[config.mk]
export PLATFORM = sky130hd
export DESIGN_NAME = sorted_insert_list_unit
export DESIGN_NICKNAME = d
export VERILOG_FILES = /design/src/rtl/sil_pkg.sv /design/src/rtl/sorted_insert_list_unit.sv
export SDC_FILE = /design/constraint.sdc
export NUM_CORES = 1
export LEC_CHECK = 0
export BUFFER_PORTS_ARGS = -buffer_cell sky130_fd_sc_hd__buf_2
export CAP_MARGIN = 15
export CORE_MARGIN = 10
export CORE_UTILIZATION = 37
export CTS_BUF_LIST = sky130_fd_sc_hd__clkbuf_4 sky130_fd_sc_hd__clkbuf_8
export DETAILED_ROUTE_END_ITERATION = 12
export SLEW_MARGIN = 10
export SYNTH_ARGS = -nofsm -noshare
export SYNTH_HDL_FRONTEND = slang
export SYNTH_SLANG_ARGS = --single-unit
[constraint.sdc]
create_clock -name clk -period 10.75 [get_ports clk]
set_input_delay 1.6125 -clock clk [delete_from_list [all_inputs] [get_ports clk]]
set_output_delay 1.6125 -clock clk [all_outputs]
set_load 0.03 [all_outputs]
[src/rtl/sil_pkg.sv]
// ----------------------------------------------------------------------------
// sil_pkg: shared types and constants for the sorted insert list unit
// Store depth, field widths and the walk state machine encoding.
// ----------------------------------------------------------------------------
package sil_pkg;

    // store depth, 1 to 32
    localparam int CAPACITY = 32;

    // field widths
    localparam int VALUE_W = 32;
    localparam int POS_W   = 5;

    // index into the store, and a count that can hold CAPACITY itself
    localparam int IDX_W = (CAPACITY > 1) ? $clog2(CAPACITY) : 1;
    localparam int CNT_W = $clog2(CAPACITY + 1);

    // control states, one-hot
    typedef enum logic [1:0] {
        ST_IDLE = 2'b01,
        ST_WALK = 2'b10
    } sil_state_t;

endpackage

[src/rtl/sorted_insert_list_unit.sv]
// ----------------------------------------------------------------------------
// sorted_insert_list_unit: ascending list with insert-and-list per word
//
// Input channel (item_valid/item_ready, new_value) takes one signed 32-bit
// word. The value goes into the stored ascending list just after any equal
// entries. The output channel (result_valid/result_ready) then carries the
// whole list, smallest first, one word per entry, with entry_position,
// last_of_list on the final word, and dropped on every word when the store
// was already full and the value was discarded.
// Each input word starts one walk that produces the whole listing, and the
// unit returns to idle before it takes the next word. The walk reads one entry
// per cycle from the store and writes it back one place behind the read,
// shifted up past the insert point, in the same pass that produces the listing.
// A stalled receiver freezes the walk; the held read data waits in place.
// item_ready is high only between walks. Reset empties the list; the store
// itself needs no clearing since entries at or above the count are never
// used.
// ----------------------------------------------------------------------------
module sorted_insert_list_unit (
    input  logic                               clk,
    input  logic                               rst_n,
    input  logic                               item_valid,
    output logic                               item_ready,
    input  logic signed [sil_pkg::VALUE_W-1:0] new_value,
    output logic                               result_valid,
    input  logic                               result_ready,
    output logic signed [sil_pkg::VALUE_W-1:0] entry_value,
    output logic        [sil_pkg::POS_W-1:0]   entry_position,
    output logic                               last_of_list,
    output logic                               dropped
);
    import sil_pkg::*;

    // entry store with a registered read port
    logic [VALUE_W-1:0] mem [CAPACITY];
    logic [VALUE_W-1:0] rdata_reg;

    // control
    sil_state_t         state_reg, state_next;
    logic [CNT_W-1:0]   count_reg, count_next;
    logic [CNT_W-1:0]   total_reg, total_next;
    logic [CNT_W-1:0]   rd_ptr_reg, rd_ptr_next;
    logic [CNT_W-1:0]   pos_reg, pos_next;
    logic               pend_reg, pend_next;
    logic               ins_reg, ins_next;
    logic               drop_reg, drop_next;

    // payload of the walk
    logic signed [VALUE_W-1:0] new_reg;
    logic [VALUE_W-1:0]        carry_reg;

    // output word register
    logic                      out_valid_reg;
    logic signed [VALUE_W-1:0] out_value_reg;
    logic [POS_W-1:0]          out_pos_reg;
    logic                      out_last_reg;
    logic                      out_drop_reg;

    logic               accept;
    logic               out_free;
    logic               fire;
    logic               issue;
    logic               at_end;
    logic               take_new;
    logic               is_last;
    logic               full;
    logic [VALUE_W-1:0] word_val;
    logic               do_write;

    assign item_ready = (state_reg == ST_IDLE);
    assign accept     = item_valid && item_ready;
    assign full       = (count_reg == CNT_W'(CAPACITY));

    // walk step: emit when read data is held and the output can take it
    assign out_free = !out_valid_reg || result_ready;
    assign fire     = (state_reg == ST_WALK) && pend_reg && out_free;
    assign issue    = (state_reg == ST_WALK) && (rd_ptr_reg < total_reg)
                      && (!pend_reg || fire);

    // pick the word for this position: new value, shifted carry or unchanged
    assign at_end   = (pos_reg == count_reg);
    assign take_new = !drop_reg && !ins_reg
                      && (at_end || (new_reg < $signed(rdata_reg)));
    assign word_val = take_new ? new_reg : (ins_reg ? carry_reg : rdata_reg);
    assign do_write = fire && !drop_reg && (take_new || ins_reg);
    assign is_last  = (CNT_W'(pos_reg + 1'b1) == total_reg);

    // next-state logic
    always_comb
    begin
        state_next  = state_reg;
        count_next  = count_reg;
        total_next  = total_reg;
        rd_ptr_next = rd_ptr_reg;
        pos_next    = pos_reg;
        pend_next   = pend_reg;
        ins_next    = ins_reg;
        drop_next   = drop_reg;
        case (state_reg)
            ST_IDLE:
            begin
                if (accept)
                begin
                    state_next  = ST_WALK;
                    rd_ptr_next = '0;
                    pos_next    = '0;
                    pend_next   = 1'b0;
                    ins_next    = 1'b0;
                    drop_next   = full;
                    total_next  = full ? count_reg : CNT_W'(count_reg + 1'b1);
                end
            end
            ST_WALK:
            begin
                if (issue)
                begin
                    rd_ptr_next = CNT_W'(rd_ptr_reg + 1'b1);
                end
                if (issue)
                begin
                    pend_next = 1'b1;
                end
                else if (fire)
                begin
                    pend_next = 1'b0;
                end
                if (fire)
                begin
                    pos_next = CNT_W'(pos_reg + 1'b1);
                    if (take_new)
                    begin
                        ins_next = 1'b1;
                    end
                    if (is_last)
                    begin
                        state_next = ST_IDLE;
                        count_next = total_reg;
                    end
                end
            end
            default:
            begin
                state_next = ST_IDLE;
            end
        endcase
    end

    // control registers
    always_ff @(posedge clk or negedge rst_n)
    begin
        if (!rst_n)
        begin
            state_reg     <= ST_IDLE;
            count_reg     <= '0;
            total_reg     <= '0;
            rd_ptr_reg    <= '0;
            pos_reg       <= '0;
            pend_reg      <= 1'b0;
            ins_reg       <= 1'b0;
            drop_reg      <= 1'b0;
            out_valid_reg <= 1'b0;
        end
        else
        begin
            state_reg  <= state_next;
            count_reg  <= count_next;
            total_reg  <= total_next;
            rd_ptr_reg <= rd_ptr_next;
            pos_reg    <= pos_next;
            pend_reg   <= pend_next;
            ins_reg    <= ins_next;
            drop_reg   <= drop_next;
            if (fire)
            begin
                out_valid_reg <= 1'b1;
            end
            else if (result_ready)
            begin
                out_valid_reg <= 1'b0;
            end
        end
    end

    // payload registers
    always_ff @(posedge clk)
    begin
        if (accept)
        begin
            new_reg <= new_value;
        end
        if (fire)
        begin
            carry_reg     <= rdata_reg;
            out_value_reg <= word_val;
            out_pos_reg   <= POS_W'(pos_reg);
            out_last_reg  <= is_last;
            out_drop_reg  <= drop_reg;
        end
    end

    // store: write behind, read ahead; addresses never meet in one cycle
    always_ff @(posedge clk)
    begin
        if (do_write)
        begin
            mem[pos_reg[IDX_W-1:0]] <= word_val;
        end
        if (issue)
        begin
            rdata_reg <= mem[rd_ptr_reg[IDX_W-1:0]];
        end
    end

    assign result_valid   = out_valid_reg;
    assign entry_value    = out_value_reg;
    assign entry_position = out_pos_reg;
    assign last_of_list   = out_last_reg;
    assign dropped        = out_drop_reg;

endmodule

Yosys cells after proc, flatten, opt, wreduce, memory -nomap -nowiden
Memory sizes are Yosys's and may differ from the RTL's. A register that Yosys moved wholly into a read port is not among the register bits.
Index checks and enable logic that the tools add are counted.
{"block": "totals", "ff_bits": 133, "latch_bits": 0, "ram_bits": 1024, "mem_bits_ro": 0, "inputBits": 36, "output_inout_bits": 41, "elab_cells": 81, "n_memories": 1}
{"memory": "mem", "words": 32, "width": 32, "read_ports": 1, "rd_clocked_by_memory_dff": 1, "write_ports": 1, "line_no": "sorted_insert_list_unit.sv:35", "text": "logic [VALUE_W-1:0] mem [CAPACITY];"}
{"block": "op_classes", "addsub": 3, "n_mul": 0, "n_div": 0, "magnitude_cmp": 2, "n_eq_ne": 11, "shift": 0, "mux": 23, "n_bitwise": 0, "reduce_logical": 26}
{"cell": "2-to-1 mux 32 bit", "n": 2}
{"cell": "less-than comparator 32 bit", "n": 1}
{"cell": "2-to-1 mux 6 bit", "n": 4}
{"cell": "one-hot mux 6 bit (2 select lines)", "n": 2}
{"cell": "adder 6 x 1 -> 6 bit, second input constant", "n": 3}
{"cell": "AND reduction 3 bit", "n": 5}
{"cell": "== test 6 bit", "n": 2}
{"cell": "logical AND 1 bit", "n": 9}
{"cell": "2-to-1 mux 1 bit", "n": 9}
{"cell": "inequality test 2 bit, second input constant", "n": 4}
{"cell": "== test 6 bit, second input constant", "n": 1}
{"cell": "less-than comparator 6 bit", "n": 1}
{"cell": "2-to-1 mux 2 bit", "n": 3}
{"cell": "logical NOT 1 bit", "n": 4}
{"cell": "logical OR 1 bit", "n": 4}
{"cell": "one-hot mux 1 bit (2 select lines)", "n": 2}
{"cell": "one-hot mux 2 bit (2 select lines)", "n": 1}
{"cell": "AND reduction 4 bit", "n": 1}
{"cell": "nonzero test 2 bit", "n": 2}
{"cell": "inequality test 3 bit, second input constant", "n": 1}
{"cell": "== test 2 x 1 -> 1 bit, second input constant", "n": 1}
{"cell": "== test 2 bit, second input constant", "n": 1}
{"cell": "inequality test 2 x 1 -> 1 bit, second input constant", "n": 1}
{"cell": "AND reduction 2 bit", "n": 1}

Depth between registers and ports, before layout
{"block": "logic_depth", "word_depth": 7, "mapped_depth": 10, "ltp_nobuf": 8}

Least setup slack after synthesis
Ideal clock, no wire load.
{"block": "synth_timing", "path_kind": "input-to-reg", "start": "in result_ready", "end": "mem mem[14][0], enable pin", "setup_ps": 513, "arrival_time_ps": 5590, "required_time_ps": 10237, "setup_slack_ps": 4648, "path_stages": 4, "path_buffers": 1, "path_cell_list": "nand2b_1 nand3_1 clkbuf_1 nor4b_1"}
{"block": "synth_between", "elab_chain_cells": 6}
{"item": "start: declaration", "line_no": "sorted_insert_list_unit.sv:26", "text": "input logic result_ready,"}
{"item": "logical OR 1 bit", "line_no": "sorted_insert_list_unit.sv:75", "text": "assign out_free = !out_valid_reg || result_ready;"}
{"item": "logical AND 1 bit", "line_no": "sorted_insert_list_unit.sv:76", "text": "assign fire = (state_reg == ST_WALK) && pend_reg && out_free;"}
{"item": "logical AND 1 bit (2 in series)", "line_no": "sorted_insert_list_unit.sv:85", "text": "assign do_write = fire && !drop_reg && (take_new || ins_reg);"}
{"item": "2-to-1 mux 1 bit", "line_no": "sorted_insert_list_unit.sv:204", "text": "if (do_write)"}
{"item": "2-to-1 mux 1 bit (not written as such)", "line_no": "sorted_insert_list_unit.sv:206", "text": "mem[pos_reg[IDX_W-1:0]] <= word_val;"}
{"item": "end: declaration", "line_no": "sorted_insert_list_unit.sv:35"}
Every way passes these cells.

Final worst setup path
{"block": "layout_timing", "start": "reg new_reg[27]", "end": "mem mem[29][20], data pin"}
{"block": "layout_between", "elab_chain_cells": 4}
{"item": "start: declaration", "line_no": "sorted_insert_list_unit.sv:49", "text": "logic signed [VALUE_W-1:0] new_reg;"}
{"item": "start signal: assignment", "line_no": "sorted_insert_list_unit.sv:189", "text": "new_reg <= new_value;"}
{"item": "less-than comparator 32 bit", "line_no": "sorted_insert_list_unit.sv:83", "text": "&& (at_end || (new_reg < $signed(rdata_reg)));"}
{"item": "logical OR 1 bit", "line_no": "sorted_insert_list_unit.sv:83"}
{"item": "logical AND 1 bit", "line_no": "sorted_insert_list_unit.sv:83"}
{"item": "2-to-1 mux 32 bit", "line_no": "sorted_insert_list_unit.sv:84", "text": "assign word_val = take_new ? new_reg : (ins_reg ? carry_reg : rdata_reg);"}
{"item": "via word_val[20]", "line_no": "sorted_insert_list_unit.sv:67", "text": "logic [VALUE_W-1:0] word_val;"}
The timed path passes the listed nets, and every way through them passes these cells.

==> out/qor.txt <==
Status - completed
Final Util - 0.427
Peak supply drop - 0.139 mV
CTS Root Cell - clkbuf_8
Number of synthesis warnings - 0
Postcts setup bufs - 0
Cells after synthesis - 2177
Mapped Nets - 2256
Top_reg_cell synth - edfxtp_1
Bufs and invs on worst path - 1
Std-Cell Rows - 130
Worst setup EP type - flip-flop
Die Ht - 376 um
Routed len/inst - 30.2 um
Largest family of logic cells by synthesized area - multiplexers
Hold Crit Start - rdata_reg[31]
Iteration-0 DRC Markers - 3229
Final nets - 2474
CP most frequent cell - nand4_1
Core area - 126000 um^2
Worst path max stage delay - 1.19 ns
Critical-path cell list - ha_1, nand4_1, nor4_1, nand4_1, a32o_4, buf_4, a221oi_4
DR vias - 23.9k
Cts hold-fix bufs - 0
Post-synth EDFFs - 1159
Complex-gate fraction of the synthesized area - 0.0233
Routed vias/inst - 5.71
Worst EP arrival - 5.14 ns
First-pass DRT Iterations - 8
Fmax - 214 MHz
Die Wd - 376 um
Rel. slew slack - 0.153
Max Slew Vio Count - 0
CP delay by family, top - compound AO/OA/AOI/OAI gates
Hold slack - 0.478 ns
RSZ-0062 raised after global routing - no
CTS H-tree lvls - 4
Tcrit/Tclk final - 0.435
Syn avg cell area - 21.6 um^2
Post-route minimum period - 4.68 ns
Num CTS Buffers - 185
Synth Register Bits - 1189
I/O pin cnt - 77
Most common cell after layout, fill and taps aside - edfxtp_1
Detail Route Antenna Nets - 0
Number of global-route vias before repair - 24.3k
WL final - 127000 um
Worst Setup SP - new_reg[27]
MaxCap Viol Count - 0
Fin. Hold Viols - 0
Adder-cell share of the synthesized area - 0.0115
Max reg flops - 1024
Post-Synth XOR/XNOR Area - 0.00410
Die area - 142000 um^2
Area grow syn2layout - 14.5%
Setup_tns - 0 ns
Total track usage - 0.177
Setup crit start kind - flip-flop
Max Buffers Root-to-Sink - 3
Layout cells sized above 1 - 0.355
Pin count of the biggest net entering global routing - 100
PwrDens - 238 nW/um^2
Fillers - 10.8k
Worst-path cell with the longest stage delay - a221oi_4
Mux share of post-synthesis cell area - 0.163
TritonCTS clock tree - done
Leak Pwr - 16.6 nW
Initial antenna violation count - 2
Detailed placer's ending HPWL - 62000 um
GP Congestion - 0.763
Reg2reg start - new_reg[27]
Synth unique cells - 49
Worst-path clk slew - 0.06 ns
Hold Path Class - reg2reg
Worst EP required - 11.21 ns
Placed cell areas - 50000 um^2
Final setup fails - 0
Final clock skew - 0.0547 ns
Post-Syn Area - 46900 um^2
Measured slew at the worst slew-check pin - 1.27 ns
Grt total ovfl - 0
Clock Sinks - 1189
Post-route cell area - 53800 um^2
Synth Area in Simple Gates - 0.0233
PostCTS Resize Cnt - 0
Clk Latency, worst-skew pair - 0.87 ns
Register area share after synthesis - 0.757
Starting density of the core - 0.373
Wire length of the first global-routing pass - 179000 um
Crit path max fanout - 33
DRC viols - 0
Critical path class - reg2reg
Asr flop ratio synth - 0.0252
Most frequent cells in the layout - edfxtp_1, mux4_2, clkbuf_8, buf_4, buf_2
IO Port Bufs - 76
==> per-stage QoR <==
stage	instances	total power [mW]	setup slack [ns]
6_report	4194	12.8	6.07
5_1_grt	4194	13.3	5.92
4_1_cts	4186	12.8	6.11
3_5_place_dp	3852	9.08	6.20
3_3_place_gp	3852	8.95	6.26
2_1_floorplan	2177	8.08	4.65
==> logic make-up after synthesis <==
logic type               after synthesis
flip-flops                          1189
multiplexers                         360
AND/OR/NAND/NOR                      222
buffers and inverters                183
AO/OA/AOI/OAI                        158
adder cells (fa/ha/maj)               43
XOR/XNOR                              22
==> routing by layer <==
layer / part of all wire / global-route usage / vias up
met3: 0.092 / 0.0350 / 224
met5: 0 / 0 / -
met4: 0.023 / 0.0531 / 0
met2: 0.45 / 0.262 / 1225
met1: 0.43 / 0.262 / 12900
li1: - / - / 9636
==> report_power, final <==
group	internal, mW	switching (mW)	leakage (nW)
registers	6.30	0.145	10.8
clock network	1.95	1.77	1.91
logic	0.832	1.79	3.93
total	9.09	3.71	16.6
==> area by class of cell <==
cell class | count | area (um^2) | area share
multi-input combinational | 805 | 11200 | 0.208
antenna | 2 | 5.00 | 0.0000931
timing repair buffer | 165 | 1120 | 0.0208
clock buffer | 258 | 3110 | 0.0579
clock inverter | 76 | 508 | 0.00945
inverter | 49 | 186 | 0.00347
sequential | 1189 | 35600 | 0.662
tap | 1650 | 2060 | 0.0384
==> cells in the mapped netlist (7+ instances only) <==
library cell  number  area, um^2
buf_2             18        90.1
dfrtp_1           29         726
xor2_1             7        61.3
clkbuf_1          80         300
nand2b_1          10        62.6
ha_1              43         538
mux4_2           320        7210
a221oi_1          64         561
nor3_1            34         170
mux2_2            37         417
o21ai_0           23         115
inv_1             49         184
xnor2_1           15         131
a21oi_1           50         250
nand3_1           17        85.1
nor4_1            31         194
edfxtp_1        1159       34800
buf_1             12        45.0
nand2_1           34         128
buf_4             20         150
nor2_1            70         263
==> path summary, 6_finish.rpt <==
check                      slack [ns]            end  cells past startpoint
setup / recovery                 6.07    mem[29][20]                      7
hold / removal                   0.48  carry_reg[31]                      0
setup reg to reg                 6.07    mem[29][20]                      7
hold reg to reg                  0.48  carry_reg[31]                      0
max in group asynchronous        9.32  rd_ptr_reg[2]                      1
min in group asynchronous        0.84  rd_ptr_reg[0]                      1
Power figures use the tool's default switching activity.
